File: config.mk
export PLATFORM = sky130hd
export DESIGN_NAME = radix_conversion_digits_unit
export DESIGN_NICKNAME = d
export VERILOG_FILES = /design/src/rtl/rcd_pkg.sv /design/src/rtl/rcd_front.sv /design/src/rtl/rcd_back.sv /design/src/rtl/radix_conversion_digits_unit.sv
export SDC_FILE = /design/constraint.sdc
export NUM_CORES = 1
export LEC_CHECK = 0
export BUFFER_PORTS_ARGS = -buffer_cell sky130_fd_sc_hd__buf_4
export CAP_MARGIN = 20
export CELL_PAD_IN_SITES_DETAIL_PLACEMENT = 2
export CELL_PAD_IN_SITES_GLOBAL_PLACEMENT = 2
export CORE_ASPECT_RATIO = 0.9
export CORE_MARGIN = 2
export CORE_UTILIZATION = 39
export CTS_BUF_LIST = sky130_fd_sc_hd__clkbuf_4 sky130_fd_sc_hd__clkbuf_8
export CTS_CLUSTER_SIZE = 16
export DETAILED_ROUTE_END_ITERATION = 8
export PLACE_DENSITY_LB_ADDON = 0.1
export SYNTH_ARGS = -nofsm -noshare
export SYNTH_HDL_FRONTEND = slang
export SYNTH_SLANG_ARGS = --single-unit
File: constraint.sdc
create_clock -name clk -period 8.03 [get_ports clk]
set_clock_uncertainty 0.2 [all_clocks]
set_input_delay 1.606 -clock clk [delete_from_list [all_inputs] [get_ports clk]]
set_output_delay 1.606 -clock clk [all_outputs]
set_load 0.005 [all_outputs]
File: src/rtl/rcd_pkg.sv
`timescale 1ns / 1ps
// ----------------------------------------------------------------------------
// rcd_pkg
// Shared types, constants and the digit-to-ASCII mapping for the radix
// conversion digits unit.
// ----------------------------------------------------------------------------
package rcd_pkg;

  localparam int MAX_DIGITS    = 32;
  localparam int VALUE_BITS    = 31;

  localparam int VALUE_W       = 32;
  localparam int BASE_W        = 6;
  localparam int CHAR_W        = 7;
  localparam int STATUS_W      = 2;

  localparam int S_DATA_W      = ((VALUE_W + BASE_W + 7) / 8) * 8;
  localparam int M_DATA_W      = ((CHAR_W + 7) / 8) * 8;

  localparam int MIN_RADIX     = 2;
  localparam int DECIMAL_LIMIT = 10;
  localparam int ASCII_ZERO    = 48;
  localparam int ASCII_UPPER_A = 65;

  localparam int DIG_W         = $clog2(MAX_DIGITS);
  localparam int CNT_W         = $clog2(MAX_DIGITS + 1);

  localparam int DIV_BITS_PER_STEP = 4;
  localparam int DIV_STEPS     = (VALUE_BITS + DIV_BITS_PER_STEP - 1) / DIV_BITS_PER_STEP;
  localparam int DIV_W         = DIV_STEPS * DIV_BITS_PER_STEP;
  localparam int STEP_W        = (DIV_STEPS > 1) ? $clog2(DIV_STEPS) : 1;
  localparam int REM_W         = BASE_W + 1;

  localparam int QUEUE_DEPTH   = 2;
  localparam int QPTR_W        = $clog2(QUEUE_DEPTH);
  localparam int QCNT_W        = $clog2(QUEUE_DEPTH + 1);

  typedef enum logic [STATUS_W-1:0] {
    ST_OK       = 2'd0,
    ST_BAD_BASE = 2'd1,
    ST_EMPTY    = 2'd2
  } status_t;

  typedef struct packed {
    status_t               kind;
    logic [VALUE_BITS-1:0] mag;
    logic [BASE_W-1:0]     base;
  } req_t;

  function automatic logic [CHAR_W-1:0] digit_to_ascii(input logic [BASE_W-1:0] d);
    logic [CHAR_W-1:0] ch;
    if (d < BASE_W'(DECIMAL_LIMIT)) begin
      ch = CHAR_W'(ASCII_ZERO) + CHAR_W'(d);
    end else begin
      ch = CHAR_W'(d) - CHAR_W'(DECIMAL_LIMIT) + CHAR_W'(ASCII_UPPER_A);
    end
    return ch;
  endfunction

endpackage

File: src/rtl/rcd_front.sv
`timescale 1ns / 1ps
// ----------------------------------------------------------------------------
// rcd_front
// Accepts conversion requests, sorts them into bad base, no digits or
// convert, and holds them in a short queue for the back end.
// ----------------------------------------------------------------------------
module rcd_front
  import rcd_pkg::*;
(
  input  logic                clk,
  input  logic                rst,
  input  logic                s_tvalid,
  output logic                s_tready,
  input  logic [S_DATA_W-1:0] s_tdata,
  output logic                q_valid,
  input  logic                q_ready,
  output req_t                q_data
);

  req_t              entries [QUEUE_DEPTH];
  logic [QPTR_W-1:0] wr_ptr;
  logic [QPTR_W-1:0] rd_ptr;
  logic [QCNT_W-1:0] fill;
  req_t              incoming;
  logic              push;
  logic              pop;

  logic [VALUE_W-1:0] in_value;
  logic [BASE_W-1:0]  in_base;

  assign in_value = s_tdata[VALUE_W-1:0];
  assign in_base  = s_tdata[VALUE_W+BASE_W-1:VALUE_W];

  always_comb begin
    incoming.mag  = in_value[VALUE_BITS-1:0];
    incoming.base = in_base;
    if (in_base < BASE_W'(MIN_RADIX)) begin
      incoming.kind = ST_BAD_BASE;
    end else if (in_value == '0 || in_value[VALUE_W-1]) begin
      incoming.kind = ST_EMPTY;
    end else begin
      incoming.kind = ST_OK;
    end
  end

  assign s_tready = (fill != QCNT_W'(QUEUE_DEPTH));
  assign q_valid  = (fill != '0);
  assign q_data   = entries[rd_ptr];
  assign push     = s_tvalid && s_tready;
  assign pop      = q_valid && q_ready;

  always_ff @(posedge clk) begin
    if (push) begin
      entries[wr_ptr] <= incoming;
    end
  end

  always_ff @(posedge clk) begin
    if (rst) begin
      wr_ptr <= '0;
      rd_ptr <= '0;
      fill   <= '0;
    end else begin
      if (push) begin
        wr_ptr <= wr_ptr + QPTR_W'(1);
      end
      if (pop) begin
        rd_ptr <= rd_ptr + QPTR_W'(1);
      end
      if (push && !pop) begin
        fill <= fill + QCNT_W'(1);
      end else if (pop && !push) begin
        fill <= fill - QCNT_W'(1);
      end
    end
  end

endmodule

File: src/rtl/rcd_back.sv
`timescale 1ns / 1ps
// ----------------------------------------------------------------------------
// rcd_back
// Repeated division by the radix (four quotient bits a cycle), a LIFO
// digit store, and the pop-and-emit sequence into the output register.
// ----------------------------------------------------------------------------
module rcd_back
  import rcd_pkg::*;
(
  input  logic                clk,
  input  logic                rst,
  input  logic                q_valid,
  output logic                q_ready,
  input  req_t                q_data,
  output logic                m_tvalid,
  input  logic                m_tready,
  output logic [M_DATA_W-1:0] m_tdata,
  output logic [STATUS_W-1:0] m_tuser,
  output logic                m_tlast
);

  typedef enum logic [2:0] {
    S_IDLE,
    S_DIV,
    S_READ,
    S_SEND,
    S_REPORT
  } state_t;

  state_t             state;
  status_t            kind;
  logic [DIV_W-1:0]   work;
  logic [BASE_W-1:0]  rem;
  logic [BASE_W-1:0]  radix;
  logic [STEP_W-1:0]  step;
  logic [CNT_W-1:0]   stack_count;
  logic [BASE_W-1:0]  digit_stack [MAX_DIGITS];
  logic [BASE_W-1:0]  rd_digit;
  logic [CHAR_W-1:0]  out_char;

  logic [DIV_W-1:0]   work_next;
  logic [BASE_W-1:0]  rem_next;
  logic               div_done;
  logic               push;
  logic               pop_rd;
  logic               out_free;
  logic               out_load;

  // restoring division, several quotient bits per cycle
  always_comb begin
    logic [REM_W-1:0] r;
    logic [DIV_W-1:0] w;
    r = {1'b0, rem};
    w = work;
    for (int i = 0; i < DIV_BITS_PER_STEP; i++) begin
      r = {r[REM_W-2:0], w[DIV_W-1]};
      w = {w[DIV_W-2:0], 1'b0};
      if (r >= {1'b0, radix}) begin
        r    = r - {1'b0, radix};
        w[0] = 1'b1;
      end
    end
    work_next = w;
    rem_next  = r[BASE_W-1:0];
  end

  assign div_done = (state == S_DIV) && (step == STEP_W'(DIV_STEPS - 1));
  assign push     = div_done && (stack_count < CNT_W'(MAX_DIGITS));
  assign pop_rd   = (state == S_READ);
  assign out_free = !m_tvalid || m_tready;
  assign out_load = out_free && ((state == S_SEND) || (state == S_REPORT));
  assign q_ready  = (state == S_IDLE);

  always_ff @(posedge clk) begin
    if (push) begin
      digit_stack[stack_count[DIG_W-1:0]] <= rem_next;
    end
    if (pop_rd) begin
      rd_digit <= digit_stack[DIG_W'(stack_count - CNT_W'(1))];
    end
  end

  always_ff @(posedge clk) begin
    if (rst) begin
      state       <= S_IDLE;
      kind        <= ST_OK;
      work        <= '0;
      rem         <= '0;
      radix       <= '0;
      step        <= '0;
      stack_count <= '0;
      m_tvalid    <= 1'b0;
      out_char    <= '0;
      m_tuser     <= '0;
      m_tlast     <= 1'b0;
    end else begin
      if (out_load) begin
        m_tvalid <= 1'b1;
      end else if (m_tready) begin
        m_tvalid <= 1'b0;
      end
      case (state)
        S_IDLE: begin
          if (q_valid) begin
            kind        <= q_data.kind;
            radix       <= q_data.base;
            work        <= {{(DIV_W - VALUE_BITS){1'b0}}, q_data.mag};
            rem         <= '0;
            step        <= '0;
            stack_count <= '0;
            state       <= (q_data.kind == ST_OK) ? S_DIV : S_REPORT;
          end
        end
        S_DIV: begin
          work <= work_next;
          if (div_done) begin
            rem  <= '0;
            step <= '0;
            if (push) begin
              stack_count <= stack_count + CNT_W'(1);
            end
            if (work_next == '0) begin
              state <= S_READ;
            end
          end else begin
            rem  <= rem_next;
            step <= step + STEP_W'(1);
          end
        end
        S_READ: begin
          stack_count <= stack_count - CNT_W'(1);
          state       <= S_SEND;
        end
        S_SEND: begin
          if (out_free) begin
            out_char <= digit_to_ascii(rd_digit);
            m_tuser  <= ST_OK;
            m_tlast  <= (stack_count == '0);
            state    <= (stack_count == '0) ? S_IDLE : S_READ;
          end
        end
        S_REPORT: begin
          if (out_free) begin
            out_char <= '0;
            m_tuser  <= kind;
            m_tlast  <= 1'b1;
            state    <= S_IDLE;
          end
        end
        default: begin
          state <= S_IDLE;
        end
      endcase
    end
  end

  assign m_tdata = {{(M_DATA_W - CHAR_W){1'b0}}, out_char};

endmodule

File: src/rtl/radix_conversion_digits_unit.sv
`timescale 1ns / 1ps
// ----------------------------------------------------------------------------
// radix_conversion_digits_unit
// Converts a signed value to ASCII digits in a given base, most
// significant digit first, with a status code for bad bases and values
// that give no digits.
// ----------------------------------------------------------------------------
//  channel  dir  tdata (low bit up)          tuser    tlast
//  s_*      in   value[31:0], base[37:32]    -        -
//  m_*      out  digit_char[6:0]             status   last of a request
//
// a conversion is taken in from idle, the divider then makes every digit
// (four quotient bits a cycle over 31 value bits), then the read and send
// states pop and emit each digit; a rejected request goes to report state
// the front queue holds two requests, so input is still taken during a
// conversion and while a result waits in the output register, until it fills
// rst is synchronous and clears all control state; no clearing pass
// ----------------------------------------------------------------------------
module radix_conversion_digits_unit
  import rcd_pkg::*;
(
  input  logic                clk,
  input  logic                rst,
  input  logic                s_tvalid,
  output logic                s_tready,
  input  logic [S_DATA_W-1:0] s_tdata,   // value, base, zero fill
  output logic                m_tvalid,
  input  logic                m_tready,
  output logic [M_DATA_W-1:0] m_tdata,   // digit_char, zero fill
  output logic [STATUS_W-1:0] m_tuser,   // status
  output logic                m_tlast
);

  logic q_valid;
  logic q_ready;
  req_t q_data;

  rcd_front u_front (
    .clk      (clk),
    .rst      (rst),
    .s_tvalid (s_tvalid),
    .s_tready (s_tready),
    .s_tdata  (s_tdata),
    .q_valid  (q_valid),
    .q_ready  (q_ready),
    .q_data   (q_data)
  );

  rcd_back u_back (
    .clk      (clk),
    .rst      (rst),
    .q_valid  (q_valid),
    .q_ready  (q_ready),
    .q_data   (q_data),
    .m_tvalid (m_tvalid),
    .m_tready (m_tready),
    .m_tdata  (m_tdata),
    .m_tuser  (m_tuser),
    .m_tlast  (m_tlast)
  );

endmodule

==> impl_metrics.py <==
metrics = {
    "route": {
        "wl_per_cell_um": 24.1,
        "wl_um": 41000,
        "drtIter0Drc": 479,
        "dr.pass1.iters": 5,
        "vias": 9328,
        "ant_nets": 0,
        "drc": 0,
        "vias_per_cell": 5.49,
    },
    "flow_run": {
        "max-cap-violations": 0,
    },
    "synthesis": {
        "synth_warnings": 0,
        "synth_commonest_cells": "edfxtp_1 (276), nor2_1 (149), dfxtp_1 (74)",
        "synthFlopType": "edfxtp_1",
        "syn-num-nets": 1109,
        "synth_cell_types": 76,
        "synth.most_common_cell": "edfxtp_1",
        "ys_ff_latch": 350,
        "synth_edf_count": 276,
        "syn_inst": 1028,
        "async_reset_ff_share_pct": 0,
        "syn_area_um2": 15200,
        "ys_seq_area_share_pct": 64.3,
        "syn_avg_cell_area_um2": 14.8,
        "synth_largest_area_cell": "edfxtp_1",
        "synth_top_area_share_pct": 54.6,
        "synthTopCellsByArea": "edfxtp_1 (55%), dfxtp_1 (9.8%), mux4_2 (8.9%)",
    },
    "clock_network": {
        "cts_inserted_buffers": 58,
        "cts_tree": "done",
        "clk_latency_ns": 0.63,
        "cts_max_level": 2,
        "clockRootBuffer": "clkbuf_8",
        "cts_buffer_depth": 3,
        "clock_sinks": 350,
        "clk_pin_slew_ns": 0.06,
    },
    "layout": {
        "area_growth_pct": 17.3,
        "nets": 1208,
        "antennaDiodeCount": 0,
        "drive_gt1_share_pct": 26.4,
    },
    "timing": {
        "worst_pin_slew_ns": 1.04,
        "clock.fmax_mhz": 132,
        "hold_violations": 0,
        "finalCritPeriodShare_pct": 94.4,
        "setup_viol": 0,
        "whs_ns": 0.264,
        "post-route-min-period_ns": 7.58,
        "final-max-slew-violation-count": 0,
        "fin_setup_tns_ns": 0,
        "slew_headroom_pct": 30.5,
    },
    "worst_setup_path": {
        "crit_type": "reg2reg",
        "end_kind": "flop",
        "slowest_delay_ns": 0.42,
        "cp.arrival_ns": 7.88,
        "cp_max_fo": 17,
        "start_kind": "flop",
        "crit_path_top_delay_cell": "ha_2",
        "required_ns": 8.33,
    },
    "die": {
        "top_level_ports": 57,
        "die_area_um2": 40600,
        "dieHeight_um": 191,
        "start_util_pct": 39.6,
        "core_area_um2": 38400,
        "num_rows": 68,
        "die_w_um": 212,
    },
    "placed_design": {
        "place_congestion": 0.797,
        "hpwlAfterDp_um": 26800,
        "port_buffers": 53,
    },
    "run_status": {
        "status": "finished clean",
    },
    "grt": {
        "antenna_found_initial": 3,
        "grt_max_degree": 72,
        "grt_pass1_wl_um": 62300,
        "grt_pass1_vias": 10000,
        "grt_remaining_overflow": 0,
        "track_usage_pct": 20.6,
    },
    "min_path": {
        "hold_path_class": "reg2reg",
    },
}
metal layers:
layer  vias up  global-route usage, %  wire [µm]
li1       4196                      -          -
met1      4872                   29.9      19600
met2       187                   32.5      18900
met3        73                   3.12       1690
met4         0                   5.20        843
met5         -                      0          0
layout make-up:
cell class              count  area (µm²)
clock buffers             102        1180
clock inverters             6        66.3
fillers                  3704       20600
inverters                  36         135
multi-input cells         595        5200
flip-flops and latches    350        9770
well taps                 525         657
repair buffers             86         801
critical path, delay by kind of cell, from the launching register on:
family	cells	cell delay, ns
fa+ha+maj	4	1.30
buf+inv	7	1.05
simple gates	4	0.69
flops	1	0.33
mux	4	1.12
compound gates	13	2.79
path summary, 6_finish.rpt:
| path | from | slack (ns) | endpoint | cells after the start |
|---|---|---|---|---|
| hold / removal | u_back.out_char[6] | 0.26 | u_back.out_char[6] | 2 |
| setup / recovery | u_back.radix[3] | 0.45 | u_back.rem[0] | 32 |
| hold reg to reg | u_back.out_char[6] | 0.26 | u_back.out_char[6] | 2 |
| setup reg to reg | u_back.radix[3] | 0.45 | u_back.rem[0] | 32 |
timing repair:
item / 4_1_cts / 5_1_grt
hold buffers: 0 / 0
buffers inserted: 0 / 2
hold endpoints to repair: 0 / 0
endpoints found under the setup margin: 0 / 202
gates resized for setup: 0 / 15
per-stage QoR:
step | cell area [µm²] | std cells | utilization (%) | worst slack [ns]
after floorplan | 15200 | 1028 | - | 0.213
after global routing | 17800 | 1700 | 46.4 | -0.0139
after global placement | 16400 | 1586 | 42.7 | 0.349
after detailed placement | 16400 | 1586 | 42.7 | 0.138
after CTS | 17600 | 1694 | 45.9 | 0.110
final | 17800 | 1700 | 46.4 | 0.447
registers in the layout, summed over array words and instances (netlist names), 2 cells and up, named ones only:
register,flops
u_back.rd_digit,6
u_back.digit_stack,192
u_back.work,32
u_front.fill,2
u_back.state,3
u_back.kind,2
u_front.entries,78
u_back.m_tuser,2
u_back.out_char,7
u_back.stack_count,6
u_back.radix,6
u_back.step,3
u_back.rem,6
cells in the final DEF (no fill, tap or decap), types with 25 or more instances in the layout:
cell / netlist / layout
clkbuf_4: 0 / 35
mux4_2: 60 / 60
a21oi_1: 28 / 25
a221oi_1: 29 / 29
buf_4: 1 / 75
mux2i_1: 48 / 44
dfxtp_1: 74 / 72
nor2_1: 149 / 147
edfxtp_1: 276 / 276
ha_1: 33 / 30
clkbuf_8: 1 / 67
nand2_1: 28 / 28
inv_1: 35 / 35
kinds of logic after synthesis:
group	share of synthesized area, %
other	0.0247
flip-flops	64.3
buffers and inverters	2.22
AND/OR/NAND/NOR	7.74
multiplexers	13.7
XOR/XNOR	1.33
AO/OA/AOI/OAI	7.43
adder cells (fa/ha/maj)	3.24
Power is left out: the tool's default activity adds up to more than one toggle a clock period on the data nets, which glitch-free logic cannot reach.
